<file path="src/sv/psoc_pkg.sv">
// shared types, widths and constants for the pressure second-order compensation core
// no dependencies; imported by every module of the core
package psoc_pkg;

  localparam int unsigned RawW   = 24;  // raw conversion width
  localparam int unsigned CoeffW = 16;  // calibration word width
  localparam int unsigned OutW   = 32;  // result width

  localparam int unsigned DtW   = 26;  // temperature difference
  localparam int unsigned ProdW = 43;  // dT times a calibration word
  localparam int unsigned DW    = 18;  // first-order temp minus reference
  localparam int unsigned EW    = 19;  // first-order temp minus low band edge
  localparam int unsigned OffW  = 36;  // first-order offset
  localparam int unsigned SensW = 35;  // first-order sensitivity
  localparam int unsigned SqW   = 35;  // squares of the band distances
  localparam int unsigned CorrW = 39;  // second-order corrections
  localparam int unsigned OftW  = 41;  // corrected offset
  localparam int unsigned SntW  = 40;  // corrected sensitivity
  localparam int unsigned LoW   = 20;  // low slice of sensitivity for the split product
  localparam int unsigned LoPW  = 44;  // low partial product
  localparam int unsigned HiPW  = 45;  // high partial product
  localparam int unsigned AccW  = 64;  // full sensitivity times raw pressure
  localparam int unsigned XW    = 43;  // scaled product minus offset

  localparam int unsigned ShiftTemp = 23;
  localparam int unsigned ShiftOff  = 16;
  localparam int unsigned ShiftSens = 15;
  localparam int unsigned ShiftC4   = 7;
  localparam int unsigned ShiftC3   = 8;
  localparam int unsigned ShiftC5   = 8;
  localparam int unsigned ShiftMul  = 21;
  localparam int unsigned ShiftP    = 13;

  // distance from the 20 C reference down to the -15 C band edge, in 0.01 C
  localparam int TempBandOfs = 3500;

  // reciprocal of ten, exact for any 32-bit unsigned dividend
  localparam logic [31:0] Div10Magic = 32'hCCCC_CCCD;
  localparam int unsigned Div10Shift = 35;

  // calibration register indexes on the write port
  typedef enum logic [2:0] {
    CfgC1 = 3'd0,
    CfgC2 = 3'd1,
    CfgC3 = 3'd2,
    CfgC4 = 3'd3,
    CfgC5 = 3'd4,
    CfgC6 = 3'd5
  } cfg_idx_e;

  typedef struct packed {
    logic [CoeffW-1:0] c1;
    logic [CoeffW-1:0] c2;
    logic [CoeffW-1:0] c3;
    logic [CoeffW-1:0] c4;
    logic [CoeffW-1:0] c5;
    logic [CoeffW-1:0] c6;
  } coeff_t;

  // first-order results
  typedef struct packed {
    logic signed [DW-1:0]    d;
    logic signed [OffW-1:0]  off1;
    logic signed [SensW-1:0] sens1;
    logic [RawW-1:0]         d1;
  } fo_t;

  // corrected offset and sensitivity
  typedef struct packed {
    logic signed [OftW-1:0] offt;
    logic signed [SntW-1:0] senst;
    logic [RawW-1:0]        d1;
  } so_t;

endpackage

</file>
<file path="src/sv/psoc_first_order.sv">
// first-order section: dT, temperature distance, offset and sensitivity, three stages
// depends on psoc_pkg
module psoc_first_order import psoc_pkg::*; (
  input  logic            clk_i,
  input  logic            rst_ni,
  input  coeff_t          coeff_i,
  input  logic            in_valid_i,
  output logic            in_stall_o,
  input  logic [RawW-1:0] raw_pressure_i,
  input  logic [RawW-1:0] raw_temperature_i,
  output logic            out_valid_o,
  input  logic            out_stall_i,
  output fo_t             fo_o
);

  logic [2:0] vld_q;
  logic [2:0] adv;

  assign adv[2] = !vld_q[2] || !out_stall_i;
  assign adv[1] = !vld_q[1] || adv[2];
  assign adv[0] = !vld_q[0] || adv[1];
  assign in_stall_o  = !adv[0];
  assign out_valid_o = vld_q[2];

  always_ff @(posedge clk_i or negedge rst_ni) begin
    if (!rst_ni) begin
      vld_q <= '0;
    end else begin
      if (adv[0]) vld_q[0] <= in_valid_i;
      if (adv[1]) vld_q[1] <= vld_q[0];
      if (adv[2]) vld_q[2] <= vld_q[1];
    end
  end

  // stage 0: dT
  logic signed [DtW-1:0] dt_d, dt_q;
  logic [RawW-1:0]       d1_s0_q, d1_s1_q;
  assign dt_d = $signed({2'b00, raw_temperature_i})
              - $signed({2'b00, coeff_i.c5, {ShiftC5{1'b0}}});

  // stage 1: products with dT
  logic signed [ProdW-1:0] pt_d, po_d, ps_d, pt_q, po_q, ps_q;
  assign pt_d = ProdW'(dt_q) * ProdW'($signed({1'b0, coeff_i.c6}));
  assign po_d = ProdW'(dt_q) * ProdW'($signed({1'b0, coeff_i.c4}));
  assign ps_d = ProdW'(dt_q) * ProdW'($signed({1'b0, coeff_i.c3}));

  // stage 2: scale and add the base terms
  fo_t fo_d, fo_q;
  always_comb begin
    fo_d.d     = DW'(pt_q >>> ShiftTemp);
    fo_d.off1  = OffW'($signed({1'b0, coeff_i.c2, {ShiftOff{1'b0}}}))
               + OffW'(po_q >>> ShiftC4);
    fo_d.sens1 = SensW'($signed({1'b0, coeff_i.c1, {ShiftSens{1'b0}}}))
               + SensW'(ps_q >>> ShiftC3);
    fo_d.d1    = d1_s1_q;
  end

  always_ff @(posedge clk_i) begin
    if (adv[0]) begin
      dt_q    <= dt_d;
      d1_s0_q <= raw_pressure_i;
    end
    if (adv[1]) begin
      pt_q    <= pt_d;
      po_q    <= po_d;
      ps_q    <= ps_d;
      d1_s1_q <= d1_s0_q;
    end
    if (adv[2]) begin
      fo_q <= fo_d;
    end
  end

  assign fo_o = fo_q;

endmodule

</file>
<file path="config.mk">
export PLATFORM = sky130hd
export DESIGN_NAME = psoc_first_order
export DESIGN_NICKNAME = d
export VERILOG_FILES = /design/src/sv/psoc_pkg.sv /design/src/sv/psoc_first_order.sv
export SDC_FILE = /design/constraint.sdc
export NUM_CORES = 2
export LEC_CHECK = 0
export BUFFER_PORTS_ARGS = -buffer_cell sky130_fd_sc_hd__buf_2
export CORE_ASPECT_RATIO = 2
export CORE_UTILIZATION = 55
export CTS_CLUSTER_SIZE = 16
export DETAILED_ROUTE_END_ITERATION = 7
export PLACE_DENSITY = 0.84
export SETUP_SLACK_MARGIN = 0.02
export SLEW_MARGIN = 20
export SYNTH_ARGS = -nofsm -noshare
export SYNTH_HDL_FRONTEND = slang
export SYNTH_SLANG_ARGS = --single-unit
</file>
<file path="constraint.sdc">
create_clock -name clk_i -period 8.4 [get_ports clk_i]
set_input_delay 0.42 -clock clk_i [delete_from_list [all_inputs] [get_ports clk_i]]
set_output_delay 0.42 -clock clk_i [all_outputs]
set_load 0.03 [all_outputs]
</file>
# Yosys cells after proc, flatten, opt, wreduce, memory -nomap -nowiden
# Index checks and enable logic that the tools add are counted.
# totals
regBits	316
input_bits	148
out_inout_bits	115
word_cells	27
# classes
add_sub_neg	3
multipliers	3
n_reduce_logical	8
# ops
operator	n
$mul A25 B17 Y42	2
$mul A25 B17 Y41	1
$add A33 B36 Y36	1
$add A32 B35 Y35	1
$sub A24 B24 Y25	1
$logic_not A1 Y1	5
$logic_or A1 B1 Y1	3

# Logic depth before layout (Yosys ltp)
# logic_depth
word_depth	5
depth_mapped	26
depth_no_buf	25

# Worst setup path before layout
# OpenSTA, ideal clock, no wires.
# synth_path
kind	in2reg
start	input port coeff_i[50] (netlist bit)
end	register ps_q[41], data pin
setup_time_ns	0.260
t_arrival_ns	6.365
required_ns	8.140
slack_ns	1.775
cell_stages	23
path_buffers	2
path_cell_list	clkbuf_1 -> clkbuf_1 -> nand2_1 -> fa_1 -> fa_1 -> fa_1 -> inv_1 -> fa_1 -> fa_1 -> inv_1 -> fa_1 -> inv_1 -> ha_1 -> a21o_1 -> o21bai_1 -> a221o_1 -> a31oi_1 -> a31o_2 -> a311oi_4 -> a2111oi_4 -> o311ai_2 -> a21oi_2 -> xnor2_1
# synth_via
elab_chain_cells	1
# synth_rtl
element	line_no	rtl
from (decl)	psoc_first_order.sv:6	input coeff_t coeff_i,
$mul A25 B17 Y42	psoc_first_order.sv:45	assign ps_d = ProdW'(dt_q) * ProdW'($signed({1'b0, coeff_i.c3}));
via ps_d[41]	psoc_first_order.sv:42	logic signed [ProdW-1:0] pt_d, po_d, ps_d, pt_q, po_q, ps_q;
to (signal assigned)	psoc_first_order.sv:66	ps_q <= ps_d;
to (decl)	psoc_first_order.sv:42	
# The timed path passes the listed nets, and every way through them passes these cells.
# A chain may end at the register's enable or synchronous reset.

# Worst setup path after layout
# layout_path
start	register dt_q[10]
end	register pt_q[40], data pin
# layout_via
elab_chain_cells	1
# layout_rtl
element	line_no	rtl
from (decl)	psoc_first_order.sv:36	logic signed [DtW-1:0] dt_d, dt_q;
from (signal assigned)	psoc_first_order.sv:60	dt_q <= dt_d;
$mul A25 B17 Y41	psoc_first_order.sv:43	assign pt_d = ProdW'(dt_q) * ProdW'($signed({1'b0, coeff_i.c6}));
via pt_d[40]	psoc_first_order.sv:42	
to (signal assigned)	psoc_first_order.sv:64	pt_q <= pt_d;
to (decl)	psoc_first_order.sv:42	
# The timed path passes the listed nets, and every way through them passes these cells.

==> out/metrics.cfg <==
[status]
run_status=finished, violations left
failed_checks=DRC

[final_layout]
nets=7116
post-route-util=0.596
area_growth_pct=7.29
fillerInstances=7493
drive_above_1_share=0.0708

[synthesis]
synth_common_cells=inv_1 (1410), fa_1 (1165), nand2_1 (783), and2_1 (481), ha_1 (348)
postSynth.asyncResetShare=0.0109
synth-seq-cells=276
synth_top_area_frac=0.447
synth_edf_count=273
synth.top_cells.by_area=fa_1 (45%), edfxtp_1 (16%), inv_1 (10%), ha_1 (8.3%), and2_1 (5.8%)
synth_area_um2=52100
yosysMostFrequentCell=inv_1
synth_warnings=0
synth_fp_nets=6971
syn_inst=5310
syn_avg_cell_area_um2=9.82
synth_area_leader_cell=fa_1
yosysSeqAreaShare=0.159
synth.distinct_cells=59
ys.flop_type=edfxtp_1

[clock_tree]
htreeDepth=1
cts_setup_buffers=0
cts_tree=yes
cts_hold_repair.buffers=24
cts_buffers=28
cts_buffer_depth=3
clk_pin_slew_ps=100
cts.sinks=276
clock_latency_ps=660
cts_resized=0
cts-root-buf=clkbuf_16

[sta]
fin_crit_sh=0.926
holdWs_ps=26.4
finalSetupTns_ps=0
slew_viol_final=0
fin_skew_ps=75.9
hold_viol_final=0
worst_slew_pin_slew_ps=1320
setup_viol=0
rsz0062_at_grt=false
fmax_ghz=0.129
slew_headroom=0.123
fin_ws_ps=623
period_minus_slack_ps=7780

[floorplanning]
dieArea_um2=96100
die_y_um=437
placeableCoreArea_um2=93900
dieWidth_um=220
io_pins=263
rows=159
initial_utilization=0.555

[route]
detail-route-antenna-nets=0
first_iter_violations=2475
viasPerCell=5.57
drt_first_pass_iters=8
post-route-drc-count=148
vias=37200
routed_wl_um=135000
routedWlPerCell_um=20.2

[critical_path]
path_common_cell=fa_1
endpoint_kind=flip-flop
r2r_cells=22
worstPathMaxFanout=23
crit_family=adder cells
worst_path_largest_cell_delay_ps=1250
arrival_ps=8150
crit_chain=buf_12 -> nand2_1 -> fa_1 -> inv_1 -> fa_1 -> fa_1 -> fa_1 -> fa_1 -> inv_1 -> fa_1 -> inv_1 -> ha_1 -> a21o_1 -> a21o_1 -> a21oi_1 -> a22oi_1 -> and4_1 -> o31ai_1 -> a31oi_1 -> a211oi_1 -> o21bai_1 -> xnor2_1
critical-path-slowest-cell=edfxtp_1
crit_cells=22
crit_type=reg -> reg
worst-path-buf-inv=4
cp_data_required_time_ps=8770
worstSetupStartpointType=flip-flop

[global_route]
grt_max_degree=66
grt_usage=0.293
grt_pass1_vias=42600
grt_overflow=0
antenna_found_initial=10
grt_pass1_wl_um=216000

[worst_hold_path]
hold-path-cell-count=1
hold_path_class=in -> reg

[placed_design]
hpwl_um=107000
dp_slack_ps=796
io_buffers=262
place_congestion=0.929

[run]
timing.max_cap.violations=0

-- per-stage QoR --
stage	instances	instance area [um^2]
2_1_floorplan	5310	52100
3_3_place_gp	6608	54600
3_5_place_dp	6608	54600
4_1_cts	6684	55900
5_1_grt	6686	55900
6_report	6690	56000
-- path summary, 6_finish.rpt --
check	from	to	slack, ps
setup / recovery	dt_q[10]	pt_q[40]	620
hold / removal	raw_pressure_i[8]	d1_s0_q[8]	30
setup reg to reg	dt_q[10]	pt_q[40]	620
hold reg to reg	d1_s1_q[18]	fo_o[18]	400
max in group asynchronous	rst_ni	vld_q[1]	8180
min in group asynchronous	rst_ni	vld_q[0]	110
-- final cells by class --
type	count	area, um^2	area share
antenna	6	15.0	0.000268
clock buffer	30	708	0.0127
clock inverter	22	333	0.00595
inverter	1410	5290	0.0946
multi-input combinational	3396	37800	0.675
sequential	276	8270	0.148
tap	1207	1510	0.0270
timing repair buffer	343	2070	0.0369
-- cell usage in the layout (no fill, tap or decap), types with 7 or more instances in the layout --
master / synthesis / layout
buf_12: 0 / 7
nand2b_1: 11 / 11
o21ai_0: 52 / 52
buf_2: 0 / 262
and3_1: 15 / 15
nor2b_1: 13 / 13
nand4_1: 11 / 11
nor3_1: 16 / 16
bufinv_16: 0 / 7
nand3_1: 22 / 21
ha_1: 348 / 348
clkbuf_16: 0 / 28
and2_1: 481 / 481
xor2_1: 36 / 36
a211oi_1: 12 / 12
edfxtp_1: 273 / 273
dlygate4sd3_1: 0 / 24
a21boi_0: 11 / 11
inv_1: 1410 / 1410
a31oi_1: 8 / 8
nor2_1: 83 / 83
a21oi_1: 92 / 92
xnor2_1: 104 / 104
fa_1: 1165 / 1165
o21a_1: 14 / 14
a21o_1: 41 / 41
nand2_1: 783 / 782
buf_4: 0 / 50
-- sequential cells by signal, summed over array words and instances, names as in the netlist --
signal	cells
dt_q	25
vld_q	3
d1_s0_q	24
pt_q	18
po_q	35
fo_o	113
d1_s1_q	24
ps_q	34
-- kinds of logic after synthesis --
group                      share of synthesized area
DFF                                            0.159
and+or+nand+nor                                0.132
xor gates and xnor gates                      0.0235
adders and majority gates                      0.531
buffers and inverters                          0.118
AOI/OAI and AO/OA                             0.0372
-- per-layer routing --
layer  GRT usage  vias to the layer above  wire length, um
met4       0.223                       12            12000
met1       0.300                    18800            42200
met2       0.522                     1855            70500
li1            -                    15800                -
met3      0.0527                      782            10300
met5           0                        -               74
Power is left out: the tool's default activity adds up to more than one toggle a clock period on the data nets, which glitch-free logic cannot reach.
