===== src/sv/psoc_pkg.sv =====
// shared types, widths and constants for the pressure second-order compensation core
// no dependencies; imported by every module of the core
package psoc_pkg;

  localparam int unsigned RawW   = 24;  // raw conversion width
  localparam int unsigned CoeffW = 16;  // calibration word width
  localparam int unsigned OutW   = 32;  // result width

  localparam int unsigned DtW   = 26;  // temperature difference
  localparam int unsigned ProdW = 43;  // dT times a calibration word
  localparam int unsigned DW    = 18;  // first-order temp minus reference
  localparam int unsigned EW    = 19;  // first-order temp minus low band edge
  localparam int unsigned OffW  = 36;  // first-order offset
  localparam int unsigned SensW = 35;  // first-order sensitivity
  localparam int unsigned SqW   = 35;  // squares of the band distances
  localparam int unsigned CorrW = 39;  // second-order corrections
  localparam int unsigned OftW  = 41;  // corrected offset
  localparam int unsigned SntW  = 40;  // corrected sensitivity
  localparam int unsigned LoW   = 20;  // low slice of sensitivity for the split product
  localparam int unsigned LoPW  = 44;  // low partial product
  localparam int unsigned HiPW  = 45;  // high partial product
  localparam int unsigned AccW  = 64;  // full sensitivity times raw pressure
  localparam int unsigned XW    = 43;  // scaled product minus offset

  localparam int unsigned ShiftTemp = 23;
  localparam int unsigned ShiftOff  = 16;
  localparam int unsigned ShiftSens = 15;
  localparam int unsigned ShiftC4   = 7;
  localparam int unsigned ShiftC3   = 8;
  localparam int unsigned ShiftC5   = 8;
  localparam int unsigned ShiftMul  = 21;
  localparam int unsigned ShiftP    = 13;

  // distance from the 20 C reference down to the -15 C band edge, in 0.01 C
  localparam int TempBandOfs = 3500;

  // reciprocal of ten, exact for any 32-bit unsigned dividend
  localparam logic [31:0] Div10Magic = 32'hCCCC_CCCD;
  localparam int unsigned Div10Shift = 35;

  // calibration register indexes on the write port
  typedef enum logic [2:0] {
    CfgC1 = 3'd0,
    CfgC2 = 3'd1,
    CfgC3 = 3'd2,
    CfgC4 = 3'd3,
    CfgC5 = 3'd4,
    CfgC6 = 3'd5
  } cfg_idx_e;

  typedef struct packed {
    logic [CoeffW-1:0] c1;
    logic [CoeffW-1:0] c2;
    logic [CoeffW-1:0] c3;
    logic [CoeffW-1:0] c4;
    logic [CoeffW-1:0] c5;
    logic [CoeffW-1:0] c6;
  } coeff_t;

  // first-order results
  typedef struct packed {
    logic signed [DW-1:0]    d;
    logic signed [OffW-1:0]  off1;
    logic signed [SensW-1:0] sens1;
    logic [RawW-1:0]         d1;
  } fo_t;

  // corrected offset and sensitivity
  typedef struct packed {
    logic signed [OftW-1:0] offt;
    logic signed [SntW-1:0] senst;
    logic [RawW-1:0]        d1;
  } so_t;

endpackage


===== src/sv/psoc_pressure.sv =====
// pressure section: split sensitivity product, accumulate, subtract offset and scale
// depends on psoc_pkg
module psoc_pressure import psoc_pkg::*; (
  input  logic                   clk_i,
  input  logic                   rst_ni,
  input  logic                   in_valid_i,
  output logic                   in_stall_o,
  input  so_t                    so_i,
  output logic                   out_valid_o,
  input  logic                   out_stall_i,
  output logic signed [OutW-1:0] p_o
);

  logic [2:0] vld_q;
  logic [2:0] adv;

  assign adv[2] = !vld_q[2] || !out_stall_i;
  assign adv[1] = !vld_q[1] || adv[2];
  assign adv[0] = !vld_q[0] || adv[1];
  assign in_stall_o  = !adv[0];
  assign out_valid_o = vld_q[2];

  always_ff @(posedge clk_i or negedge rst_ni) begin
    if (!rst_ni) begin
      vld_q <= '0;
    end else begin
      if (adv[0]) vld_q[0] <= in_valid_i;
      if (adv[1]) vld_q[1] <= vld_q[0];
      if (adv[2]) vld_q[2] <= vld_q[1];
    end
  end

  // stage 0: two partial products, low slice unsigned and high slice signed
  logic [LoW-1:0]           lo;
  logic signed [SntW-LoW-1:0] hi;
  logic [LoPW-1:0]          lo_p_d, lo_p_q;
  logic signed [HiPW-1:0]   hi_p_d, hi_p_q;
  logic signed [OftW-1:0]   offt_s0_q, offt_s1_q;

  assign lo     = so_i.senst[LoW-1:0];
  assign hi     = so_i.senst[SntW-1:LoW];
  assign lo_p_d = LoPW'(lo) * LoPW'(so_i.d1);
  assign hi_p_d = HiPW'(hi) * HiPW'($signed({1'b0, so_i.d1}));

  // stage 1: recombine
  logic signed [AccW-1:0] acc_d, acc_q;
  assign acc_d = (AccW'(hi_p_q) <<< LoW) + AccW'($signed({1'b0, lo_p_q}));

  // stage 2: scale, subtract offset, scale again
  logic signed [XW-1:0]   x;
  logic signed [OutW-1:0] p_d, p_q;
  assign x   = XW'(acc_q >>> ShiftMul) - XW'(offt_s1_q);
  assign p_d = OutW'(x >>> ShiftP);

  always_ff @(posedge clk_i) begin
    if (adv[0]) begin
      lo_p_q    <= lo_p_d;
      hi_p_q    <= hi_p_d;
      offt_s0_q <= so_i.offt;
    end
    if (adv[1]) begin
      acc_q     <= acc_d;
      offt_s1_q <= offt_s0_q;
    end
    if (adv[2]) begin
      p_q <= p_d;
    end
  end

  assign p_o = p_q;

endmodule


===== config.mk =====
export PLATFORM = sky130hd
export DESIGN_NAME = psoc_pressure
export DESIGN_NICKNAME = d
export VERILOG_FILES = /design/src/sv/psoc_pkg.sv /design/src/sv/psoc_pressure.sv
export SDC_FILE = /design/constraint.sdc
export NUM_CORES = 2
export LEC_CHECK = 0
export BUFFER_PORTS_ARGS = -buffer_cell sky130_fd_sc_hd__buf_4
export CAP_MARGIN = 30
export CORE_ASPECT_RATIO = 0.8
export CORE_MARGIN = 2
export CORE_UTILIZATION = 45
export CTS_BUF_LIST = sky130_fd_sc_hd__clkbuf_8
export DETAILED_ROUTE_END_ITERATION = 6
export HOLD_SLACK_MARGIN = 0.15
export PLACE_DENSITY = 0.66
export SETUP_SLACK_MARGIN = 0.4
export SYNTH_ARGS = -nofsm -noshare
export SYNTH_HDL_FRONTEND = slang
export SYNTH_SLANG_ARGS = --single-unit

===== constraint.sdc =====
create_clock -name clk_i -period 8.2 [get_ports clk_i]
set_clock_uncertainty 0.05 [all_clocks]
set_input_delay 2.05 -clock clk_i [delete_from_list [all_inputs] [get_ports clk_i]]
set_output_delay 2.05 -clock clk_i [all_outputs]
set_load 0.03 [all_outputs]

; Word level (Yosys, flattened, before mapping)
; Index checks and enable logic that the tools add are counted.
[op_classes]
mul = 2
n_addsub = 2
reduce_logical = 8
[ops]
columns = op, n
row1 = $add A64 B45 Y64, 1
row2 = $mul A20 B24 Y44, 1
row3 = $mul A20 B25 Y44, 1
row4 = $sub A43 B41 Y43, 1
row5 = $logic_not A1 Y1, 5
row6 = $logic_or A1 B1 Y1, 3
[totals]
regBits = 267

; Longest topological paths before layout
[depth]
depth_word = 5
depth_mapped = 26

; Worst setup path before layout
; Ideal clock, no wire load.
[synth_timing]
path_type = input-to-output
startpoint = input out_stall_i
endpoint = output in_stall_o
t_required_ns = 6.100
t_arrival_ns = 6.494
slack_ns = -0.394
path_stages = 2
path_cell_list = nand4_1 -> inv_1
[synth_via]
elab_chain_cells = 5
[synth_rtl]
columns = item, line_no
row1 = "start, declared", psoc_pressure.sv:10  ; input logic out_stall_i,
row2 = $logic_not A1 Y1, psoc_pressure.sv:17  ; assign adv[2] = !vld_q[2] || !out_stall_i;
row3 = $logic_or A1 B1 Y1, psoc_pressure.sv:17
row4 = $logic_or A1 B1 Y1, psoc_pressure.sv:18  ; assign adv[1] = !vld_q[1] || adv[2];
row5 = $logic_or A1 B1 Y1, psoc_pressure.sv:19  ; assign adv[0] = !vld_q[0] || adv[1];
row6 = $logic_not A1 Y1, psoc_pressure.sv:20  ; assign in_stall_o = !adv[0];
row7 = "end, declared", psoc_pressure.sv:7  ; output logic in_stall_o,
; Every way passes these cells.

; Worst setup path after layout
[layout_timing]
startpoint = input so_i[9] (netlist bit)
endpoint = register hi_p_q[43] (data pin)
[layout_via]
elab_chain_cells = 1
[layout_rtl]
columns = item, line_no
row1 = "start, declared", psoc_pressure.sv:8  ; input so_t so_i,
row2 = $mul A20 B25 Y44, psoc_pressure.sv:43  ; assign hi_p_d = HiPW'(hi) * HiPW'($signed({1'b0, so_i.d1}));
row3 = named net hi_p_d[43], psoc_pressure.sv:37  ; logic signed [HiPW-1:0] hi_p_d, hi_p_q;
row4 = "end signal, assigned", psoc_pressure.sv:58  ; hi_p_q <= hi_p_d;
row5 = "end, declared", psoc_pressure.sv:37
; The timed path passes the listed nets, and every way through them passes these cells.
; A chain may end at the register's enable or synchronous reset.

==> impl_metrics.yaml <==
outcome:
  status: "finished, final reports clean"
layout:
  syn_to_final_growth_pct: 18.3
  fin_nets: 6084
  drive_above_1_share_pct: 17.8
  fillers: 8192
  finish.utilization_pct: 53.5
  stdcell_count: 6049
timing:
  finalCritPeriodShare_pct: 96.3
  worstMarginPinSlew_ps: 902
  slew_viol_final: 0
  rsz0062_at_grt: "true"
  final-hold-violation-count: 0
  max_freq_mhz: 127
  period_minus_slack_ps: 7900
  slew_headroom_pct: 39.9
  finalSetupViolCount: 0
worst_setup_path:
  critPathMaxStageDelay_ps: 620
  slowest_stage: "fa_1"
  critPathMaxFanout: 5
  critical_path.top_delay_family: "adder cells"
  cp_cell_sequence: "buf_12, buf_12, buf_8, buf_6, nand2_1, fa_1, inv_1, fa_1, fa_1, fa_1, fa_2, fa_1, fa_2, ha_4, a21o_1, a21o_1, a21oi_2, o211a_1, o21ai_2, o31a_1, a211o_1, xnor2_2"
  required_ps: 8430
  arrival_ps: 8130
  worstSetupStartpointType: "input port"
  path_class: "input port to flop"
  end_kind: "flop"
  critPathBufInv: 5
  crit_top_cell: "fa_1"
clock_network:
  cts_num_sinks: 226
  hold_buffers: 0
  cts_tree: "yes"
  clk_pin_slew_ps: 60
  max-clock-path-buffers: 3
  insertion_delay_ps: 550
  cts_buffers: 36
  htree_num_levels: 2
  root_buffer: "clkbuf_8"
die:
  io_pins: 143
  die_h_microns: 277
  dieArea_sq_um: 95700
  rows: 100
  die_x_microns: 345
  core_area_sq_um: 92700
  initial_utilization_pct: 45.2
synth:
  syn_avg_cell_area_sq_um: 9.61
  synthesis.area_sq_um: 41900
  synth_top_area_share_pct: 37.5
  ys_top_cells_by_count: "942 x inv_1, 785 x fa_1, 555 x nand2_1"
  synth_ff_type: "edfxtp_1"
  ys_seq_area_share_pct: 16.1
  synth_fp_nets: 5650
  yosysWarnings: 0
  yosysTopAreaCell: "fa_1"
  synth.distinct_cells: 74
  synth_edf_count: 223
  async_flop_share_pct: 1.33
  synth-seq-cells: 226
  ys_top_cells_by_area: "fa_1 37%, edfxtp_1 16%, ha_1 12%"
  yosysMostFrequentCell: "inv_1"
  syn_inst: 4365
detailed_routing:
  ant_nets: 0
  dr.pass1.iters: 6
  wirelength_mm: 112
  drt_iter0_drc: 2164
  drc: 0
  vias: 30800
  wire_per_inst_microns: 18.5
  vias_per_cell: 5.08
grt:
  grt_usage_pct: 23.4
  grt_pass1_vias: 31900
  antenna_found_initial: 2
  grt_max_degree: 74
  grt_pass1_wl_mm: 177
  grt.overflow.total: 0
run:
  maxCapViolations: 0
min_path:
  min_path_type: "flop to flop"
placed_design:
  dp_hpwl_mm: 92.2
  gp_congestion: 0.904
  dpl.cell_count: 5919
  numPortBuffers: 142
## path summary, 6_finish.rpt
| check | from | end | slack [ps] | cells past startpoint |
|---|---|---|---|---|
| min reg2reg | offt_s0_q[16]$_DFFE_PN_ | offt_s1_q[16]$_DFFE_PP_ | 360 | 0 |
| min | offt_s0_q[16]$_DFFE_PN_ | offt_s1_q[16]$_DFFE_PP_ | 360 | 0 |
| min in group asynchronous | rst_ni | vld_q[0]$_DFFE_PN0N_ | 1240 | 1 |
| max reg2reg | lo_p_q[26]$_DFFE_PN_ | acc_q[63]$_DFFE_PP_ | 4750 | 9 |
| max | so_i[9] | hi_p_q[43]$_DFFE_PN_ | 300 | 22 |
| max in group asynchronous | rst_ni | vld_q[2]$_DFFE_PN0P_ | 6760 | 1 |
## stage by stage
| stage | TNS (ps) | hold slack, ps | worst slack (ps) | area [sq um] |
|---|---|---|---|---|
| floorplan | -394 | 350 | -394 | 42500 |
| global placement | -8450 | 354 | -522 | 47300 |
| detailed placement | -9760 | 355 | -593 | 47300 |
| CTS | 0 | 366 | 305 | 48500 |
| global route | 0 | 370 | 129 | 49600 |
| finish | 0 | 360 | 303 | 49600 |
## cell families after synthesis
family / Yosys count / share of synthesized area (%)
simple gates: 1276 / 15.2
fa+ha+maj: 1176 / 49.1
buf+inv: 1141 / 10.2
compound gates: 411 / 6.44
flops: 226 / 16.1
xor+xnor: 135 / 2.82
## layout by cell type (no fill, tap or decap), types with 39 or more instances in the layout
| cell | netlist | layout |
|---|---|---|
| a21o_1 | 57 | 57 |
| a21oi_1 | 134 | 111 |
| and2_1 | 469 | 444 |
| buf_4 | 2 | 511 |
| edfxtp_1 | 223 | 223 |
| fa_1 | 785 | 761 |
| ha_1 | 391 | 373 |
| inv_1 | 942 | 922 |
| nand2_1 | 555 | 547 |
| nand4_1 | 39 | 39 |
| nor2_1 | 71 | 64 |
| o21ai_0 | 64 | 50 |
| xnor2_1 | 90 | 83 |
| xor2_1 | 45 | 42 |
## routing by layer
layer | global-route usage, % | wire length (microns) | vias to the layer above
met3 | 6.30 | 11000 | 125
met5 | 0 | 80 | -
met4 | 4.39 | 2230 | 2
met1 | 35.6 | 53100 | 15200
li1 | - | - | 14300
met2 | 33.6 | 45400 | 1094
## registers in the layout (all words and copies together) (netlist names)
name and flops:
vld_q 3, acc_q 43, p_o 30, hi_p_q 44, offt_s0_q 41, offt_s1_q 41
lo_p_q 24
## worst register-to-register path, delay by kind of cell (launching register included)
family                   cells  cell delay [ps]
AO/OA/AOI/OAI                5             1470
XOR/XNOR                     1              140
adder cells (fa/ha/maj)      1              430
flip-flops                   1              460
AND/OR/NAND/NOR              2              630
## what timing repair did
item	4_1_cts	5_1_grt
resized for setup	72	181
gates cloned	0	7
buffers inserted	25	34
pin swaps	69	115
setup endpoints to repair	25	42
## area by class of cell
cell class | count | area [sq um] | area share [%]
multi-input cells | 2998 | 31800 | 64.2
flip-flops and latches | 226 | 6770 | 13.7
repair buffers | 595 | 5220 | 10.5
inverters | 942 | 3540 | 7.13
well taps | 1224 | 1530 | 3.09
clock buffers | 36 | 495 | 0.999
clock inverters | 26 | 205 | 0.414
diodes | 2 | 5.00 | 0.0101
Power is not shown: default switching activity piles up to over one toggle a cycle in this logic, so the estimate is an artifact.
