<file path="config.mk">
export PLATFORM = sky130hd
export DESIGN_NAME = psoc_div10
export DESIGN_NICKNAME = d
export VERILOG_FILES = /design/src/sv/psoc_pkg.sv /design/src/sv/psoc_div10.sv
export SDC_FILE = /design/constraint.sdc
export NUM_CORES = 1
export LEC_CHECK = 0
export ABC_AREA = 1
export BUFFER_PORTS_ARGS = -buffer_cell sky130_fd_sc_hd__buf_2
export CORE_MARGIN = 4
export CORE_UTILIZATION = 45
export DETAILED_ROUTE_END_ITERATION = 12
export SLEW_MARGIN = 20
export SYNTH_ARGS = -nofsm -noshare
export SYNTH_HDL_FRONTEND = slang
export SYNTH_SLANG_ARGS = --single-unit
export TNS_END_PERCENT = 20
</file>
<file path="constraint.sdc">
create_clock -name clk_i -period 7 [get_ports clk_i]
set_clock_uncertainty 0.15 [all_clocks]
set_input_delay 1.4 -clock clk_i [delete_from_list [all_inputs] [get_ports clk_i]]
set_output_delay 1.4 -clock clk_i [all_outputs]
set_load 0.05 [all_outputs]
</file>
<file path="src/sv/psoc_pkg.sv">
// shared types, widths and constants for the pressure second-order compensation core
// no dependencies; imported by every module of the core
package psoc_pkg;

  localparam int unsigned RawW   = 24;  // raw conversion width
  localparam int unsigned CoeffW = 16;  // calibration word width
  localparam int unsigned OutW   = 32;  // result width

  localparam int unsigned DtW   = 26;  // temperature difference
  localparam int unsigned ProdW = 43;  // dT times a calibration word
  localparam int unsigned DW    = 18;  // first-order temp minus reference
  localparam int unsigned EW    = 19;  // first-order temp minus low band edge
  localparam int unsigned OffW  = 36;  // first-order offset
  localparam int unsigned SensW = 35;  // first-order sensitivity
  localparam int unsigned SqW   = 35;  // squares of the band distances
  localparam int unsigned CorrW = 39;  // second-order corrections
  localparam int unsigned OftW  = 41;  // corrected offset
  localparam int unsigned SntW  = 40;  // corrected sensitivity
  localparam int unsigned LoW   = 20;  // low slice of sensitivity for the split product
  localparam int unsigned LoPW  = 44;  // low partial product
  localparam int unsigned HiPW  = 45;  // high partial product
  localparam int unsigned AccW  = 64;  // full sensitivity times raw pressure
  localparam int unsigned XW    = 43;  // scaled product minus offset

  localparam int unsigned ShiftTemp = 23;
  localparam int unsigned ShiftOff  = 16;
  localparam int unsigned ShiftSens = 15;
  localparam int unsigned ShiftC4   = 7;
  localparam int unsigned ShiftC3   = 8;
  localparam int unsigned ShiftC5   = 8;
  localparam int unsigned ShiftMul  = 21;
  localparam int unsigned ShiftP    = 13;

  // distance from the 20 C reference down to the -15 C band edge, in 0.01 C
  localparam int TempBandOfs = 3500;

  // reciprocal of ten, exact for any 32-bit unsigned dividend
  localparam logic [31:0] Div10Magic = 32'hCCCC_CCCD;
  localparam int unsigned Div10Shift = 35;

  // calibration register indexes on the write port
  typedef enum logic [2:0] {
    CfgC1 = 3'd0,
    CfgC2 = 3'd1,
    CfgC3 = 3'd2,
    CfgC4 = 3'd3,
    CfgC5 = 3'd4,
    CfgC6 = 3'd5
  } cfg_idx_e;

  typedef struct packed {
    logic [CoeffW-1:0] c1;
    logic [CoeffW-1:0] c2;
    logic [CoeffW-1:0] c3;
    logic [CoeffW-1:0] c4;
    logic [CoeffW-1:0] c5;
    logic [CoeffW-1:0] c6;
  } coeff_t;

  // first-order results
  typedef struct packed {
    logic signed [DW-1:0]    d;
    logic signed [OffW-1:0]  off1;
    logic signed [SensW-1:0] sens1;
    logic [RawW-1:0]         d1;
  } fo_t;

  // corrected offset and sensitivity
  typedef struct packed {
    logic signed [OftW-1:0] offt;
    logic signed [SntW-1:0] senst;
    logic [RawW-1:0]        d1;
  } so_t;

endpackage

</file>
<file path="src/sv/psoc_div10.sv">
// divide by ten truncating toward zero: magnitude, reciprocal multiply, sign restore
// depends on psoc_pkg
module psoc_div10 import psoc_pkg::*; (
  input  logic                   clk_i,
  input  logic                   rst_ni,
  input  logic                   in_valid_i,
  output logic                   in_stall_o,
  input  logic signed [OutW-1:0] p_i,
  output logic                   out_valid_o,
  input  logic                   out_stall_i,
  output logic signed [OutW-1:0] q_o
);

  logic [2:0] vld_q;
  logic [2:0] adv;

  assign adv[2] = !vld_q[2] || !out_stall_i;
  assign adv[1] = !vld_q[1] || adv[2];
  assign adv[0] = !vld_q[0] || adv[1];
  assign in_stall_o  = !adv[0];
  assign out_valid_o = vld_q[2];

  always_ff @(posedge clk_i or negedge rst_ni) begin
    if (!rst_ni) begin
      vld_q <= '0;
    end else begin
      if (adv[0]) vld_q[0] <= in_valid_i;
      if (adv[1]) vld_q[1] <= vld_q[0];
      if (adv[2]) vld_q[2] <= vld_q[1];
    end
  end

  // stage 0: magnitude and sign
  logic [OutW-1:0] mag_d, mag_q;
  logic            neg_s0_q, neg_s1_q;
  assign mag_d = p_i[OutW-1] ? (~p_i + OutW'(1)) : p_i;

  // stage 1: reciprocal multiply
  logic [2*OutW-1:0] recip;
  logic [OutW-1:0]   qm_q;
  assign recip = (2*OutW)'(mag_q) * (2*OutW)'(Div10Magic);

  // stage 2: restore sign
  logic signed [OutW-1:0] q_d, q_q;
  assign q_d = neg_s1_q ? $signed(~qm_q + OutW'(1)) : $signed(qm_q);

  always_ff @(posedge clk_i) begin
    if (adv[0]) begin
      mag_q    <= mag_d;
      neg_s0_q <= p_i[OutW-1];
    end
    if (adv[1]) begin
      qm_q     <= OutW'(recip >> Div10Shift);
      neg_s1_q <= neg_s0_q;
    end
    if (adv[2]) begin
      q_q <= q_d;
    end
  end

  assign q_o = q_q;

endmodule

</file>
### Yosys cells after proc, flatten, opt, wreduce, memory -nomap -nowiden

Cells that the tools add are included.

| cells by class | value |
|---|---|
| add/sub/neg operators | 2 |
| $mul | 1 |
| divide/modulo/power cells | 0 |
| magnitude comparators | 0 |
| equality and inequality tests | 0 |
| shift-type cells | 0 |
| multiplexer cells | 2 |
| bitwise gates (word level) | 2 |
| reductions and logical operators | 8 |

Operators by type and width:

| operator | count |
|---|---|
| multiplier 32 x 32 -> 64 bit, second input constant | 1 |
| adder 32 x 1 -> 32 bit, second input constant | 1 |
| adder 32 x 2 -> 32 bit, second input constant | 1 |
| NOT 29 -> 32 bit | 1 |
| NOT 32 bit | 1 |
| two-way mux 31 bit | 1 |
| two-way mux 29 bit | 1 |
| logical NOT 1 bit | 5 |
| logical OR 1 bit | 3 |

| storage, ports and cells | value |
|---|---|
| register bits after elaboration | 98 |
| latch bits | 0 |
| bits in writable memories | 0 |
| bits in read-only memories | 0 |
| input port bits | 36 |
| logic and storage cells | 25 |
| memories kept | 0 |

### Logic depth before layout (Yosys ltp)

| logic depth | value |
|---|---|
| depth in word-level cells | 5 |
| gate-level depth with buffers | 30 |
| gate-level depth less buffers | 29 |

### Least setup slack after synthesis

OpenSTA, ideal clock, no wires.

| path | value |
|---|---|
| path kind | register -> register |
| start | register mag_q[18] |
| end | register qm_q[17], data pin |
| setup time | 252 ps |
| arrival time | 5735 ps |
| data required time | 6598 ps |
| path slack | 863 ps |
| cell stages (with the launch flop) | 26 |
| buffers on the path | 0 |
| cell sequence | edfxtp_1 -> ha_1 -> inv_1 -> fa_1 -> inv_1 -> fa_1 -> inv_1 -> fa_1 -> inv_1 -> fa_1 -> fa_1 -> fa_1 -> inv_1 -> fa_1 -> inv_1 -> ha_1 -> a21oi_1 -> nor2_1 -> nor2_1 -> nand2_1 -> a21oi_1 -> nor2_1 -> nor2_1 -> nand2_1 -> nand2_1 -> nand2_1 |

| on the way | value |
|---|---|
| cells in the longest elaborated chain, start to end | 1 |

Ends and longest elaborated chain:

| item | RTL line | RTL |
|---|---|---|
| from (decl) | psoc_div10.sv:34 | `logic [OutW-1:0] mag_d, mag_q;` |
| from (signal assigned) | psoc_div10.sv:49 | `mag_q <= mag_d;` |
| multiplier 32 x 32 -> 64 bit | psoc_div10.sv:41 | `assign recip = (2*OutW)'(mag_q) * (2*OutW)'(Div10Magic);` |
| net recip[52] | psoc_div10.sv:39 | `logic [2*OutW-1:0] recip;` |
| to (signal assigned) | psoc_div10.sv:53 | `qm_q <= OutW'(recip >> Div10Shift);` |
| to (decl) | psoc_div10.sv:40 | `logic [OutW-1:0] qm_q;` |

The timed path passes the listed nets, and every way through them passes these cells.
A chain may end at the register's enable or synchronous reset.

### Worst setup path in the final report

| path | value |
|---|---|
| start | register mag_q[7] |
| end | register qm_q[26], data pin |

The elaborated chain is that of the path after synthesis.

==> impl_metrics.py <==
metrics = {
    "status": {
        "run_status": "finished, final reports clean",
    },
    "synth": {
        "yosysMostFrequentCell": "inv_1",
        "ys_seq_area_share_pct": 12.5,
        "synth_fp_nets": 3524,
        "synthTopCellsByArea": "fa_1, ha_1, inv_1, edfxtp_1, nand2_1",
        "yosysTopAreaCell": "fa_1",
        "avgSynthCellArea_um2": 8.48,
        "synth-simple-area-share_pct": 14.1,
        "synth_xor_area_share_pct": 3.68,
        "syn_inst": 2753,
        "ys_types": 39,
        "synth-edff-count": 95,
        "syn_area_mm2": 0.0233,
        "synth_top_flop_cell": "edfxtp_1",
        "synth_common_cells": "inv_1, nand2_1, fa_1",
        "ys_ff_latch": 98,
        "synth_top_family_by_area": "adder cells",
        "synth_mux_area_share_pct": 0,
        "postSynth.asyncResetShare_pct": 3.06,
        "ys_warn_count": 0,
        "synthAdderAreaFrac_pct": 51.8,
        "synth_top_cell_area_share_pct": 33.1,
        "synth_compound_area_share_pct": 4.24,
    },
    "clock_network": {
        "cts_root_buf": "clkbuf_16",
        "cts_num_sinks": 98,
        "clock_latency_ps": 410,
        "htree_levels": 3,
        "cts_buffers": 9,
        "clock_path_buffers": 2,
        "path_clk_slew_ps": 110,
        "cts_tree": "yes",
    },
    "finish": {
        "fillers": 5041,
        "multi_input_area_mm2": 0.0173,
        "final_cells": 3649,
        "syn2layout_area_growth_pct": 11.3,
        "seq_area_mm2": 0.00293,
        "fin_nets": 3735,
        "drive_above_1_share_pct": 9.16,
        "antenna_cells": 0,
        "fin_util_pct": 50.6,
    },
    "critical_path": {
        "cp-start-kind": "register",
        "crit_fanout": 5,
        "timing.reg2reg.setup_slack_ps": 240,
        "cp.required_ps": 7010,
        "critPathArrivalTime_ps": 6770,
        "worst_r2r_endpoint": "qm_q[26]$_DFFE_PP_",
        "cp-end-kind": "register",
        "path_class": "register to register",
        "reg2regPathDepth": 23,
        "r2r-start": "mag_q[7]$_DFFE_PN_",
    },
    "global_route": {
        "grtUsageTotal_pct": 27.2,
        "antenna_found_initial": 0,
        "grt_overflow_total": 0,
        "grt_pass1_vias": 19400,
        "grt_pass1_wl_mm": 114,
        "grt_max_degree": 35,
    },
    "sta": {
        "setup_viol": 0,
        "relSlewSlack_pct": 63.9,
        "rsz0062_at_grt": "false",
        "slew_viol_final": 0,
        "setup_ws_ps": 238,
        "holdWs_ps": 279,
        "fmax_ghz": 0.148,
        "period_needed_ps": 6760,
        "tightest_slew_ps": 542,
        "fin_crit_sh_pct": 96.6,
        "hold_viol": 0,
    },
    "die": {
        "start_util_pct": 45.5,
        "core.rowCount": 83,
        "core_area_mm2": 0.0513,
        "die_w_um": 236,
        "die_area_mm2": 0.0556,
        "die_h_um": 236,
        "io_pins": 70,
    },
    "drt": {
        "dr.pass1.iters": 5,
        "drc": 0,
        "dr_total_vias": 18100,
        "via_per_inst": 4.97,
        "wl_per_cell_um": 20.3,
        "drt_iter0_drc": 1106,
        "wirelength_mm": 74.1,
        "drtAntennaViolNets": 0,
    },
    "placed_design": {
        "place_ws_ps": -2.29,
        "dp_hpwl_mm": 67.2,
        "port_buffers": 69,
        "place_inst": 3609,
        "place.gp.congestion": 1.02,
    },
    "worst_hold_path": {
        "holdCritStartpoint": "vld_q[1]$_DFFE_PN0P_",
        "whs_path_depth": 2,
        "min_to": "vld_q[2]$_DFFE_PN0P_",
        "hold_path_class": "register to register",
    },
    "run": {
        "maxCapViolations": 0,
    },
}
## worst max-delay path by stage
stage               slack, ps                  to                 from  depth (start not counted)
finish                    240  qm_q[26]$_DFFE_PP_   mag_q[7]$_DFFE_PN_                         23
global route               10   qm_q[9]$_DFFE_PP_   mag_q[3]$_DFFE_PN_                         25
CTS                        70  qm_q[17]$_DFFE_PP_  mag_q[19]$_DFFE_PN_                         23
detailed placement         -2  qm_q[17]$_DFFE_PP_  mag_q[19]$_DFFE_PN_                         23
global placement           10  qm_q[17]$_DFFE_PP_  mag_q[19]$_DFFE_PN_                         23
floorplan                 860  qm_q[17]$_DFFE_PP_  mag_q[18]$_DFFE_PN_                         25
## registers in the layout, summed over array words and instances (netlist names)
| signal | cells |
|---|---|
| neg_s0_q | 1 |
| vld_q | 3 |
| neg_s1_q | 1 |
| mag_q | 32 |
| q_o | 32 |
| qm_q | 29 |
## cells in the final DEF, fill, tap and decap left out, types with 3 or more instances in the layout
cell / instances
a21o_1: 8
a21oi_1: 75
a21oi_2: 3
a31oi_1: 3
and2_1: 3
buf_2: 69
buf_4: 141
clkbuf_16: 9
dfrtp_1: 3
edfxtp_1: 95
fa_1: 386
ha_1: 338
ha_2: 7
ha_4: 4
inv_1: 835
nand2_1: 496
nand3_1: 76
nand4_1: 16
nor2_1: 162
nor2_2: 6
nor2_4: 3
nor3_1: 15
nor3_2: 3
nor4_1: 6
o211ai_1: 3
o21ai_0: 54
o21ai_2: 4
o21bai_1: 17
or2_2: 7
xnor2_1: 26
xor2_1: 71
## routing by layer
metal / vias up / share of wire (%) / GRT usage (%)
li1: 8650 / - / -
met1: 8883 / 46 / 38.0
met2: 484 / 46 / 45.1
met3: 107 / 5.2 / 3.51
met4: 0 / 3.1 / 7.26
met5: - / 0 / 0
## layout make-up
cell class | count | share of cell area, %
clock buffers | 9 | 0.867
clock inverters | 7 | 0.304
inverters | 836 | 12.1
multi-input cells | 1808 | 66.7
flip-flops and latches | 98 | 11.3
well taps | 680 | 3.28
repair buffers | 211 | 5.48
## stage by stage
step	setup TNS (ps)	cell area, µm²
2_1_floorplan	0	23300
3_3_place_gp	0	25400
3_5_place_dp	-2.29	25400
4_1_cts	0	25700
5_1_grt	0	26000
6_report	0	26000
## what timing repair did
action,4_1_cts,5_1_grt
pin swaps,0,0
resized for setup,1,19
hold buffers,0,0
endpoints found under the setup margin,7,25
setup buffers,0,24
## cells by family after synthesis
group,count (synthesis)
AO/OA/AOI/OAI,176
XOR/XNOR,98
adder cells (fa/ha/maj),735
buffers and inverters,847
flip-flops,98
AND/OR/NAND/NOR,799
## worst max-delay path, stage by stage (launching register included)
cell	delay, ps
edfxtp_1	520
buf_4	230
ha_1	300
xor2_1	190
ha_1	210
o21bai_1	190
fa_1	550
inv_1	60
fa_1	490
inv_1	50
fa_1	560
fa_1	430
fa_1	520
fa_1	450
ha_1	340
nand2_1	150
nor2_1	210
nand2_1	120
nor2_1	270
nand2_1	90
nand3_1	140
nand2_1	120
nand3_1	110
nand2_1	60
Power is not shown: default switching activity piles up to over one toggle a cycle in this logic, so the estimate is an artifact.
