File: src/sv/psoc_pkg.sv
// shared types, widths and constants for the pressure second-order compensation core
// no dependencies; imported by every module of the core
package psoc_pkg;

  localparam int unsigned RawW   = 24;  // raw conversion width
  localparam int unsigned CoeffW = 16;  // calibration word width
  localparam int unsigned OutW   = 32;  // result width

  localparam int unsigned DtW   = 26;  // temperature difference
  localparam int unsigned ProdW = 43;  // dT times a calibration word
  localparam int unsigned DW    = 18;  // first-order temp minus reference
  localparam int unsigned EW    = 19;  // first-order temp minus low band edge
  localparam int unsigned OffW  = 36;  // first-order offset
  localparam int unsigned SensW = 35;  // first-order sensitivity
  localparam int unsigned SqW   = 35;  // squares of the band distances
  localparam int unsigned CorrW = 39;  // second-order corrections
  localparam int unsigned OftW  = 41;  // corrected offset
  localparam int unsigned SntW  = 40;  // corrected sensitivity
  localparam int unsigned LoW   = 20;  // low slice of sensitivity for the split product
  localparam int unsigned LoPW  = 44;  // low partial product
  localparam int unsigned HiPW  = 45;  // high partial product
  localparam int unsigned AccW  = 64;  // full sensitivity times raw pressure
  localparam int unsigned XW    = 43;  // scaled product minus offset

  localparam int unsigned ShiftTemp = 23;
  localparam int unsigned ShiftOff  = 16;
  localparam int unsigned ShiftSens = 15;
  localparam int unsigned ShiftC4   = 7;
  localparam int unsigned ShiftC3   = 8;
  localparam int unsigned ShiftC5   = 8;
  localparam int unsigned ShiftMul  = 21;
  localparam int unsigned ShiftP    = 13;

  // distance from the 20 C reference down to the -15 C band edge, in 0.01 C
  localparam int TempBandOfs = 3500;

  // reciprocal of ten, exact for any 32-bit unsigned dividend
  localparam logic [31:0] Div10Magic = 32'hCCCC_CCCD;
  localparam int unsigned Div10Shift = 35;

  // calibration register indexes on the write port
  typedef enum logic [2:0] {
    CfgC1 = 3'd0,
    CfgC2 = 3'd1,
    CfgC3 = 3'd2,
    CfgC4 = 3'd3,
    CfgC5 = 3'd4,
    CfgC6 = 3'd5
  } cfg_idx_e;

  typedef struct packed {
    logic [CoeffW-1:0] c1;
    logic [CoeffW-1:0] c2;
    logic [CoeffW-1:0] c3;
    logic [CoeffW-1:0] c4;
    logic [CoeffW-1:0] c5;
    logic [CoeffW-1:0] c6;
  } coeff_t;

  // first-order results
  typedef struct packed {
    logic signed [DW-1:0]    d;
    logic signed [OffW-1:0]  off1;
    logic signed [SensW-1:0] sens1;
    logic [RawW-1:0]         d1;
  } fo_t;

  // corrected offset and sensitivity
  typedef struct packed {
    logic signed [OftW-1:0] offt;
    logic signed [SntW-1:0] senst;
    logic [RawW-1:0]        d1;
  } so_t;

endpackage

File: src/sv/psoc_second_order.sv
// second-order section: band squares, corrections, corrected offset and sensitivity
// depends on psoc_pkg
module psoc_second_order import psoc_pkg::*; (
  input  logic clk_i,
  input  logic rst_ni,
  input  logic in_valid_i,
  output logic in_stall_o,
  input  fo_t  fo_i,
  output logic out_valid_o,
  input  logic out_stall_i,
  output so_t  so_o
);

  logic [2:0] vld_q;
  logic [2:0] adv;

  assign adv[2] = !vld_q[2] || !out_stall_i;
  assign adv[1] = !vld_q[1] || adv[2];
  assign adv[0] = !vld_q[0] || adv[1];
  assign in_stall_o  = !adv[0];
  assign out_valid_o = vld_q[2];

  always_ff @(posedge clk_i or negedge rst_ni) begin
    if (!rst_ni) begin
      vld_q <= '0;
    end else begin
      if (adv[0]) vld_q[0] <= in_valid_i;
      if (adv[1]) vld_q[1] <= vld_q[0];
      if (adv[2]) vld_q[2] <= vld_q[1];
    end
  end

  // stage 0: squares and band flags
  logic signed [EW-1:0]     e;
  logic signed [2*SqW-1:0]  sq_full, ee_full;
  logic [SqW-1:0]           sq_q, ee_q;
  logic                     below_ref_q, below_low_q;
  logic signed [OffW-1:0]   off1_s0_q, off1_s1_q;
  logic signed [SensW-1:0]  sens1_s0_q, sens1_s1_q;
  logic [RawW-1:0]          d1_s0_q, d1_s1_q;

  assign e       = EW'(fo_i.d) + EW'(TempBandOfs);
  assign sq_full = (2*SqW)'(fo_i.d) * (2*SqW)'(fo_i.d);
  assign ee_full = (2*SqW)'(e) * (2*SqW)'(e);

  // stage 1: corrections
  logic [CorrW-1:0] sq_w, ee_w, sq3, sq5, ee7, ee4;
  logic [CorrW-1:0] off2_d, sens2_d, off2_q, sens2_q;
  always_comb begin
    sq_w = CorrW'(sq_q);
    ee_w = CorrW'(ee_q);
    sq3  = (sq_w << 1) + sq_w;
    sq5  = (sq_w << 2) + sq_w;
    ee7  = (ee_w << 3) - ee_w;
    ee4  = ee_w << 2;
    if (below_ref_q) begin
      off2_d  = (sq3 >> 1) + (below_low_q ? ee7 : '0);
      sens2_d = (sq5 >> 3) + (below_low_q ? ee4 : '0);
    end else begin
      off2_d  = sq_w >> 4;
      sens2_d = '0;
    end
  end

  // stage 2: subtract corrections
  so_t so_d, so_q;
  always_comb begin
    so_d.offt  = OftW'(off1_s1_q) - OftW'($signed({1'b0, off2_q}));
    so_d.senst = SntW'(sens1_s1_q) - SntW'($signed({1'b0, sens2_q}));
    so_d.d1    = d1_s1_q;
  end

  always_ff @(posedge clk_i) begin
    if (adv[0]) begin
      sq_q        <= sq_full[SqW-1:0];
      ee_q        <= ee_full[SqW-1:0];
      below_ref_q <= fo_i.d[DW-1];
      below_low_q <= e[EW-1];
      off1_s0_q   <= fo_i.off1;
      sens1_s0_q  <= fo_i.sens1;
      d1_s0_q     <= fo_i.d1;
    end
    if (adv[1]) begin
      off2_q     <= off2_d;
      sens2_q    <= sens2_d;
      off1_s1_q  <= off1_s0_q;
      sens1_s1_q <= sens1_s0_q;
      d1_s1_q    <= d1_s0_q;
    end
    if (adv[2]) begin
      so_q <= so_d;
    end
  end

  assign so_o = so_q;

endmodule

File: config.mk
export PLATFORM = sky130hd
export DESIGN_NAME = psoc_second_order
export DESIGN_NICKNAME = d
export VERILOG_FILES = /design/src/sv/psoc_pkg.sv /design/src/sv/psoc_second_order.sv
export SDC_FILE = /design/constraint.sdc
export NUM_CORES = 2
export LEC_CHECK = 0
export BUFFER_PORTS_ARGS = -buffer_cell sky130_fd_sc_hd__buf_2
export CORE_UTILIZATION = 50
export CTS_BUF_LIST = sky130_fd_sc_hd__clkbuf_4
export DETAILED_ROUTE_END_ITERATION = 8
export PLACE_DENSITY = 0.67
export SYNTH_ARGS = -nofsm -noshare
export SYNTH_HDL_FRONTEND = slang
export SYNTH_SLANG_ARGS = --single-unit
File: constraint.sdc
create_clock -name clk_i -period 16 [get_ports clk_i]
set_input_delay 3.2 -clock clk_i [delete_from_list [all_inputs] [get_ports clk_i]]
set_output_delay 3.2 -clock clk_i [all_outputs]
set_load 0.005 [all_outputs]
Word-level counts from Yosys, hierarchy flattened
Index checks and enable logic that the tools add are counted.
- muxes and demuxes: 3
- $add $sub $neg: 8
- multipliers: 2
- reduce and logical (&&, ||, !) cells: 8
- operators with widths (cell ; number):
    36-bit by 40-bit subtractor with 41-bit output ; 1
    35-bit by 40-bit subtractor with 40-bit output ; 1
    36-bit by 39-bit adder with 39-bit output ; 1
    39-bit two-way mux ; 1
    38-bit by 35-bit subtractor with 39-bit output ; 1
    35-bit by 37-bit adder with 38-bit output ; 1
    37-bit by 35-bit adder with 38-bit output ; 1
    36-bit by 35-bit adder with 37-bit output ; 1
    37-bit two-way mux ; 1
    18-bit by 18-bit multiplier with 35-bit output ; 1
    19-bit by 19-bit multiplier with 35-bit output ; 1
    31-bit two-way mux ; 1
    18-bit by 13-bit adder with 19-bit output (second input constant) ; 1
    1-bit zero test ; 5
    1-bit logical OR ; 3
- register bits: 448
- word-level logic and storage cells: 40
- output and inout bits: 107
- input bits: 117

Logic depth before layout (Yosys ltp)
- word-level depth: 5
- gate-level depth with buffers: 36
- gate-level depth less buffers: 34

Worst setup path after synthesis
Ideal clock, no wire load.
- kind: in2out
- start: input out_stall_i
- end: output in_stall_o
- required time: 12.800 ns
- path slack: 4.256 ns
- arrival: 8.544 ns
- cell stages on the path: 2
- buffers on the path: 0
- cell sequence: nand4_1 > inv_1
- cells in the longest elaborated chain, start to end: 5
- ends and longest elaborated chain (element ; RTL line ; source):
    start: declaration ; psoc_second_order.sv:10 ; input logic out_stall_i,
    1-bit zero test ; psoc_second_order.sv:17 ; assign adv[2] = !vld_q[2] || !out_stall_i;
    1-bit logical OR ; psoc_second_order.sv:17 ;
    1-bit logical OR ; psoc_second_order.sv:18 ; assign adv[1] = !vld_q[1] || adv[2];
    1-bit logical OR ; psoc_second_order.sv:19 ; assign adv[0] = !vld_q[0] || adv[1];
    1-bit zero test ; psoc_second_order.sv:20 ; assign in_stall_o = !adv[0];
    end: declaration ; psoc_second_order.sv:7 ; output logic in_stall_o,
Every way passes these cells.

Worst setup path after layout
- start: input fo_i[97] (netlist bit)
- end: register ee_q[33] (data pin)
- cells in the longest elaborated chain, start to end: 2
- ends and longest elaborated chain (element ; RTL line ; source):
    start: declaration ; psoc_second_order.sv:8 ; input fo_t fo_i,
    18-bit by 13-bit adder with 19-bit output ; psoc_second_order.sv:42 ; assign e = EW'(fo_i.d) + EW'(TempBandOfs);
    19-bit by 19-bit multiplier with 35-bit output ; psoc_second_order.sv:44 ; assign ee_full = (2*SqW)'(e) * (2*SqW)'(e);
    via ee_full[33] ; psoc_second_order.sv:35 ; logic signed [2*SqW-1:0] sq_full, ee_full;
    end signal: assignment ; psoc_second_order.sv:76 ; ee_q <= ee_full[SqW-1:0];
    end: declaration ; psoc_second_order.sv:36 ; logic [SqW-1:0] sq_q, ee_q;
The timed path passes the listed nets, and every way through them passes these cells.
A chain may end at the register's enable or synchronous reset.

==> results.toml <==
[run_status]
status = "completed"

[timing]
relSlewSlack_pct = 25.3
setup_tns_ns = 0
fin_skew_ns = 0.0691
fmaxAchievable_ghz = 0.0812
rsz0062_at_grt = "false"
period_share_pct = 76.9
slew_viol_final = 0
worst_slew_pin_slew_ns = 1.11
period_minus_slack_ns = 12.31
final_hold_viol_count = 0
setup_viol = 0

[placed_design]
globalplace.congestion = 0.958
port_buffers = 223
hpwl_um = 89000

[synth]
synth_fa_ha_area_share_pct = 36.8
ys_types = 93
synth_compound_area_share_pct = 10.9
synth_edf_count = 440
ys_ff_latch = 443
ys_warn_count = 0
synth_top_family_by_area = "adder cells"
yosys.area_share.simple_pct = 10.6
syn_avg_cell_area_sq_um = 10.1
synthCells = 4805
ys.flop_type = "edfxtp_1"
synthMuxAreaShare_pct = 0.697
syn_area_sq_um = 48700
synthXorXnorAreaFrac_pct = 5.47
synth_nets = 5990
ys_async_sr_fraction_pct = 0.677
synth-seq-area-share_pct = 27.3

[critical_path]
critical_path_arrival_ns = 13.04
crit_buf_inv = 8
start_kind = "input pin"
max_stage_delay_ns = 0.83
critPathKind = "input pin to flop"
cp_max_fo = 17
cp-end-kind = "flop"
cp_top_family = "adder cells"
required_ns = 16.73
slowest_stage = "xnor2_1"

[clock_network]
clockBufferDepth = 3
cts_tree = "yes"
cts_root_buffer = "clkbuf_4"
ctsHoldBuffers = 0
path_clk_slew_ns = 0.08
clock_latency_ns = 0.94
cts.sinks = 443
cts_buffers = 100
cts-resized-gates = 0
htreeDepth = 3
cts_setup_buffers = 0

[route]
met3_length_um = 5100
drc_errors = 0
wl_per_cell_um = 17.3
wl_met1_um = 48400
via_per_inst = 5.32
routed_wl_um = 111000
first_iter_violations = 1999
maxUsedRoutingLayer = "met4"
num_vias = 34100
dr_wl_met2_um = 54400
drtAntennaViolNets = 0
dr.pass1.iters = 5

[final_layout]
fin_nets = 6253
layout_commonest_cell = "inv_1"
num-fill-cells = 8637
layout-drive-gt1-share_pct = 9.01
area_delta_synth_final_pct = 7.90
final_cell_mix = "inv_1 (976), fa_1 (607), ha_1 (461), edfxtp_1 (440), nand2_1 (326)"

[die]
fp-row-count = 114
start_util_pct = 50.4
die_x_um = 314
num_io_pins = 224
die-area_sq_um = 98600
die_h_um = 314
core_area_sq_um = 96600

[grt]
overflow = 0
grt_pass1_wl_um = 180000
antenna_found_initial = 3
grt_pass1_vias = 35700
track_usage_pct = 23.0
grt_max_degree = 166

[min_path]
hold_path_class = "flop to flop"

[flow_run]
cap_violations = 0
## cells in the mapped netlist, types with 23 or more instances
cell type	instances	share of area, %
and2_1	98	1.3
or3_1	26	0.33
nor2_1	305	2.4
inv_1	976	7.5
nand2b_1	63	0.81
a211oi_1	35	0.54
fa_1	607	25
a31oi_1	28	0.36
a21o_1	123	1.9
xnor2_1	225	4.0
a21oi_1	241	2.5
nor3_1	57	0.59
ha_1	461	12
o21ai_0	137	1.4
edfxtp_1	440	27
o21bai_1	35	0.54
and3_1	29	0.37
nor2b_1	41	0.53
mux2_2	23	0.53
nand3_1	51	0.52
clkbuf_1	76	0.59
xor2_1	77	1.4
nand2_1	327	2.5
o21a_1	50	0.77
## flip-flops by register name, summed over array words and instances, names as in the netlist
register / flops
off1_s1_q: 36
below_ref_q: 1
sens1_s0_q: 35
below_low_q: 1
sens1_s1_q: 35
off2_q: 39
sens2_q: 38
ee_q: 32
d1_s0_q: 24
d1_s1_q: 24
off1_s0_q: 36
sq_q: 34
so_o: 105
vld_q: 3
## per-stage QoR
step	util, %	instances	hold slack (ns)	worst slack [ns]	area, sq um
floorplan	-	4805	0.400	4.26	48700
global placement	53.1	6242	0.401	3.15	51300
detailed placement	53.1	6242	0.405	2.85	51300
CTS	54.4	6413	0.403	3.77	52500
global route	54.4	6417	0.423	2.89	52500
finish	54.4	6418	0.413	3.69	52500
## area by class of cell
type | instances | area, sq um | share of cell area (%)
multi-input cells | 3295 | 31400 | 59.8
flip-flops and latches | 443 | 13300 | 25.3
inverters | 983 | 3690 | 7.03
well taps | 1276 | 1600 | 3.04
repair buffers | 245 | 1290 | 2.46
clock buffers | 129 | 968 | 1.84
clock inverters | 42 | 263 | 0.500
diodes | 5 | 12.5 | 0.0238
## routing by layer
metal | vias to the layer above | global-route usage (%)
met2 | 862 | 40.1
li1 | 16400 | -
met1 | 16700 | 29.9
met4 | 0 | 7.58
met5 | - | 0
met3 | 185 | 2.58
## kinds of logic after synthesis
| group | Yosys count |
|---|---|
| AND/OR/NAND/NOR | 1085 |
| adder cells (fa/ha/maj) | 1068 |
| buffers and inverters | 1067 |
| AO/OA/AOI/OAI | 807 |
| flip-flops | 443 |
| XOR/XNOR | 303 |
| multiplexers | 31 |
| other | 1 |
## path summary, 6_finish.rpt
| kind | start | to | slack [ns] | cells past startpoint |
|---|---|---|---|---|
| max | fo_i[97] | ee_q[33] | 3.69 | 33 |
| min | d1_s1_q[22] | so_o[22] | 0.41 | 0 |
| max reg2reg | sq_q[0] | off2_q[38] | 9.79 | 20 |
| min reg2reg | d1_s1_q[22] | so_o[22] | 0.41 | 0 |
| max in group asynchronous | rst_ni | vld_q[0] | 13.81 | 1 |
| min in group asynchronous | rst_ni | vld_q[2] | 2.08 | 1 |
Power is left out: the tool's default activity adds up to more than one toggle a clock period on the data nets, which glitch-free logic cannot reach.
